[src/rtl/rddp_table.sv]
// Zero-initialized table: one write port, one registered read port with per-entry valid bits.
module rddp_table #(
  parameter int DEPTH = 64,
  parameter int WIDTH = 32
) (
  input  logic                     clk,
  input  logic                     rst_n,
  input  logic                     rd_en,
  input  logic [$clog2(DEPTH)-1:0] rd_addr,
  output logic [WIDTH-1:0]         rd_data,
  input  logic                     wr_en,
  input  logic [$clog2(DEPTH)-1:0] wr_addr,
  input  logic [WIDTH-1:0]         wr_data
);

  logic [WIDTH-1:0] mem [DEPTH];
  logic [DEPTH-1:0] vld_r;
  logic [WIDTH-1:0] data_r;
  logic             data_vld_r;
  logic             bypass;

  // A write in the same cycle as a read of the same entry is returned directly.
  assign bypass = wr_en && (wr_addr == rd_addr);

  always_ff @(posedge clk) begin
    if (wr_en) begin
      mem[wr_addr] <= wr_data;
    end
    if (rd_en) begin
      data_r <= bypass ? wr_data : mem[rd_addr];
    end
  end

  always_ff @(posedge clk) begin
    if (!rst_n) begin
      vld_r      <= '0;
      data_vld_r <= 1'b0;
    end else begin
      if (rd_en) begin
        data_vld_r <= bypass || vld_r[rd_addr];
      end
      if (wr_en) begin
        vld_r[wr_addr] <= 1'b1;
      end
    end
  end

  // An entry never written since reset reads as zero.
  assign rd_data = data_vld_r ? data_r : '0;

endmodule

[config.mk]
export PLATFORM = sky130hd
export DESIGN_NAME = rddp_table
export DESIGN_NICKNAME = d
export VERILOG_FILES = /design/src/rtl/rddp_table.sv
export SDC_FILE = /design/constraint.sdc
export NUM_CORES = 2
export LEC_CHECK = 0
export BUFFER_PORTS_ARGS = -buffer_cell sky130_fd_sc_hd__buf_2
export CORE_MARGIN = 2
export CORE_UTILIZATION = 25
export DETAILED_ROUTE_END_ITERATION = 16
export PLACE_DENSITY = 0.37
export SLEW_MARGIN = 25
export SYNTH_ARGS = -nofsm -noshare
export SYNTH_HDL_FRONTEND = slang
export SYNTH_SLANG_ARGS = --single-unit
[constraint.sdc]
create_clock -name clk -period 3.5 [get_ports clk]
set_input_delay 0.175 -clock clk [delete_from_list [all_inputs] [get_ports clk]]
set_output_delay 0.175 -clock clk [all_outputs]
set_load 0.01 [all_outputs]
# ---- Yosys cells after proc, flatten, opt, wreduce, memory -nomap -nowiden
# Memories as Yosys holds them, arrays and structs flattened. A register that Yosys moved wholly into a read port is not among the register bits.
# Index checks and enable logic that the tools add are counted.
# Widths: inputs -> output; s select.
dict set report classes {
  reduce_logical 3
  order_cmp 3
  mux 7
  n_bitwise 1
  n_eq_ne 1
}
# op count
set op_table {}
lappend op_table {{$or 64x64->64} 1}
lappend op_table {{$mux 32} 1}
lappend op_table {{$lt 6x7->1 const B} 2}
lappend op_table {{$bmux 1 s6} 1}
lappend op_table {{$demux 1 s6} 1}
lappend op_table {{$eq 6x6->1} 1}
lappend op_table {{$ge 6x1->1 const B} 1}
lappend op_table {{$mux 1} 4}
lappend op_table {{$logic_and 1x1->1} 2}
lappend op_table {{$logic_or 1x1->1} 1}
dict set report word_totals {
  in_bits 48
  elab_cells 18
  reg_bits 65
  output_inout_bits 32
  n_memories 1
  ram_bits 2048
}
# memory words width rd rd_ports_with_merged_regs write_ports line
set memory_table {}
lappend memory_table {mem 64 32 1 1 1 16} ;# logic [WIDTH-1:0] mem [DEPTH];

# ---- Logic depth before layout (Yosys ltp)
dict set report logic_depth {
  depth_word 5
  ltp_mapped 10
}

# ---- Worst setup path before layout
# OpenSTA, ideal clock, no wires.
dict set report synth_timing {
  path_kind {input-to-reg}
  startpoint {in wr_addr[4]}
  endpoint {mem mem[49][0] (enable)}
  stages 4
  slack_ns -0.013
  setup_ns 0.463
  arrival_ns 3.049
  cell_sequence {clkbuf_1 > nor2b_1 > nand4_1 > nor3_1}
}
# element line
set synth_lines {}
lappend synth_lines {{start: declaration} 12} ;# input logic [$clog2(DEPTH)-1:0] wr_addr,
lappend synth_lines {{end: declaration} 16}
# No word-level cell before the write port.

# ---- Worst setup path in the final report
dict set report layout_timing {
  startpoint {reg data_vld_r}
  endpoint {out rd_data[16]}
}
dict set report layout_between {
  elab_chain_len 1
}
# element line
set layout_lines {}
lappend layout_lines {{start: declaration} 19} ;# logic data_vld_r;
lappend layout_lines {{start signal: assignment} 40} ;# data_vld_r <= bypass || vld_r[rd_addr];
lappend layout_lines {{$mux 32} 49} ;# assign rd_data = data_vld_r ? data_r : '0;
lappend layout_lines {{end: declaration} 10} ;# output logic [WIDTH-1:0] rd_data,
# No other way between the ends.

==> summary.md <==
| Metric | Value |
|---|---|
| First-pass GRT wire length | `368 mm` |
| Slowest stage delay, CP | `0.70 ns` |
| IO Port Bufs | `79` |
| Register area | `63800 sq um` |
| Critical Path RT | `3.32 ns` |
| CP Class | `reg2out` |
| Final wirelength | `271 mm` |
| H-tree level count | `4` |
| CTS sink cnt | `2145` |
| Die Y | `576 um` |
| Sequential area share after synthesis | `0.778` |
| Clock Path Buffers | `4` |
| Clock latency on the worst-skew pair | `0.92 ns` |
| Final period utilization | `0.815` |
| Initial antenna violation count | `43` |
| CP arrival | `2.68 ns` |
| Vias in the first global route | `41719` |
| Startpoint Class | `flop` |
| Largest net degree at the start of global routing | `66` |
| Hold crit path type | `in2reg` |
| IO Pins | `80` |
| Die footprint | `332000 sq um` |
| Netlist cell types | `47` |
| Delay-heaviest family, CP | `flip-flops` |
| Yosys warns | `0` |
| Leakage power | `0.0307 uW` |
| TritonCTS Buffers | `239` |
| GR Overflow Total | `0` |
| Clock tree from TritonCTS | `done` |
| CP Capture Type | `output port` |
| Max Freq | `351 MHz` |
| Fin crit period | `2.85 ns` |
| Peak VDD IR | `419 uV` |
| Final Hold Fails | `0` |
| Dominant synthesized flop cell | `edfxtp_1` |
| RSZ-0062 raised after global routing | `no` |
| Final Non-Filler Cells | `8578` |
| Number of core rows | `210` |
| Commonest non-fill, non-tap cells in the layout | `edfxtp_1, mux4_2, clkbuf_16, buf_4, mux2i_1` |
| Max_slew headroom | `0.337` |
| Worst-margin pin slew | `0.992 ns` |
| Syn Area/Cell | `22.8 sq um` |
| Yosys top cell area share | `0.762` |
| Worst Skew | `0.0653 ns` |
| #FFs+latches synth | `2145` |
| Total Routing Usage GR | `0.162` |
| Fin worst setup slack | `0.648 ns` |
| Maximum fanout along the worst path | `22` |
| Netlist area before placement | `81900 sq um` |
| Setup violators final | `0` |
| Initial core utilization | `0.251` |
| CTS resizes | `0` |
| Syn Nets | `3641` |
| Antenna Nets Post-Route | `0` |
| Routability cong. | `0.737` |
| Final nets | `4079` |
| Crit-path cells | `buf_4, and2_1, buf_2` |
| Commonest non-fill, non-tap cell in the layout | `edfxtp_1` |
| Area leader, netlist | `edfxtp_1` |
| Root buffer cell | `clkbuf_16` |
| Dominant cells by area after synthesis | `edfxtp_1, mux4_2, mux2i_1` |
| Clk slew on worst S/H paths | `0.06 ns` |
| TritonRoute pass-1 iters | `5` |
| Area taken by multi-input logic gates | `17600 sq um` |
| Share of layout cells above drive strength 1 | `0.305` |
| Residual DRC count | `0` |
| CP Buf/Inv Count | `2` |
| Initial DRC count | `4050` |
| Core area | `327000 sq um` |
| Setup Buffers After CTS | `0` |
| Async SR Flop Fraction | `0` |
| Pre-CTS WS | `0.323 ns` |
| # hold bufs at CTS | `36` |
| Post-synth EDFFs | `2080` |
| Fill count | `31462` |
| Post-Route Setup TNS | `0 ns` |
| Avg WL per Cell | `31.6 um` |
| Worst path slowest cell | `dfxtp_2` |
| Power Density | `568 nW/um^2` |
| Syn Inst Count | `3593` |
| Die W | `576 um` |
| Outcome | `finished, final reports clean` |
| Layout area overhead | `20.2%` |
| Vias/cell | `4.67` |
| Placed Instances | `8099` |
| HPWL Detailed | `159 mm` |
| DR vias | `40031` |
| Number of max-cap violations | `0` |
| Pins over their slew limit | `0` |
==> area by class of cell <==
type / instances / area share
well taps: 4346 / 0.0552
multi-input cells: 1234 / 0.179
diodes: 6 / 0.000152
flip-flops and latches: 2145 / 0.648
clock buffers: 294 / 0.0639
repair buffers: 409 / 0.0417
clock inverters: 142 / 0.0125
inverters: 2 / 0.0000762
==> cells in the mapped netlist, types with 2 or more instances <==
| library cell | count |
|---|---|
| nand3b_1 | 4 |
| nand2_1 | 9 |
| buf_2 | 58 |
| nor3_1 | 5 |
| mux2i_1 | 186 |
| dfxtp_1 | 65 |
| buf_1 | 23 |
| a21oi_1 | 2 |
| buf_6 | 22 |
| a2bb2oi_1 | 2 |
| mux4_2 | 516 |
| o22ai_1 | 93 |
| nor2b_1 | 9 |
| nand2b_1 | 5 |
| xor2_1 | 3 |
| edfxtp_1 | 2080 |
| o211ai_1 | 2 |
| nor2_1 | 97 |
| and2_1 | 36 |
| or3b_2 | 2 |
| o21a_1 | 64 |
| nand3_1 | 11 |
| a32o_1 | 32 |
| a22oi_1 | 68 |
| a211oi_1 | 4 |
| nand4_1 | 6 |
| a2111oi_0 | 31 |
| clkbuf_1 | 80 |
| buf_4 | 27 |
| xnor2_1 | 3 |
| a31oi_1 | 2 |
| a21o_1 | 31 |
==> kinds of logic (layout without fill, tap and decap cells) <==
kind of cell | Yosys count | in the layout | synth area share
compound gates | 337 | 337 | 0.0309
mux | 703 | 703 | 0.165
other cells | 0 | 6 | 0
xor+xnor | 6 | 6 | 0.000642
simple gates | 188 | 188 | 0.0111
flops | 2145 | 2145 | 0.778
buf+inv | 214 | 847 | 0.0143
==> sequential cells by signal, indices dropped and copies added (netlist names) <==
register    cells
data_vld_r      1
data_r         32
vld_r          64
mem          2048
==> stage by stage <==
step	power, uW	util	hold slack [ns]	area [sq um]
after floorplan	30400	-	0.274	81900
after global placement	32000	0.277	0.442	90500
after detailed placement	32000	0.277	0.452	90600
after CTS	56700	0.301	0.00131	98400
after global routing	57700	0.301	0.0689	98500
final	55900	0.301	0.0820	98500
==> worst reg2reg max path, cell delays in order (launching register included) <==
cell,delay (ns)
dfxtp_1,0.31
mux4_2,0.49
mux2i_1,0.16
mux2i_1,0.10
nand3b_1,0.09
dlygate4sd3_1,0.57
a31oi_1,0.07
dlygate4sd3_1,0.54
==> worst paths after layout <==
path         startpoint           to  slack (ns)  cells past startpoint
max          data_vld_r  rd_data[16]        0.65                      3
min reg2reg   vld_r[12]    vld_r[12]        0.46                      1
max reg2reg   vld_r[19]   data_vld_r        1.07                      7
min          wr_addr[2]   mem[48][4]        0.08                      3
==> per-layer routing <==
metal	part of all wire	track usage	wire, um	vias to the layer above
met5	0.00025	0	69	-
met4	0.027	0.0424	7270	10
met3	0.051	0.0273	13800	384
met2	0.48	0.264	130000	1109
met1	0.44	0.222	120000	22232
li1	-	-	-	16296
==> where the power goes <==
| group | internal (uW) | switching (uW) | total (uW) |
|---|---|---|---|
| clock network | 14200 | 10300 | 24500 |
| logic | 1100 | 1830 | 2930 |
| registers | 28400 | 109 | 28500 |
Note: power is estimated with default switching activity, not from simulation.
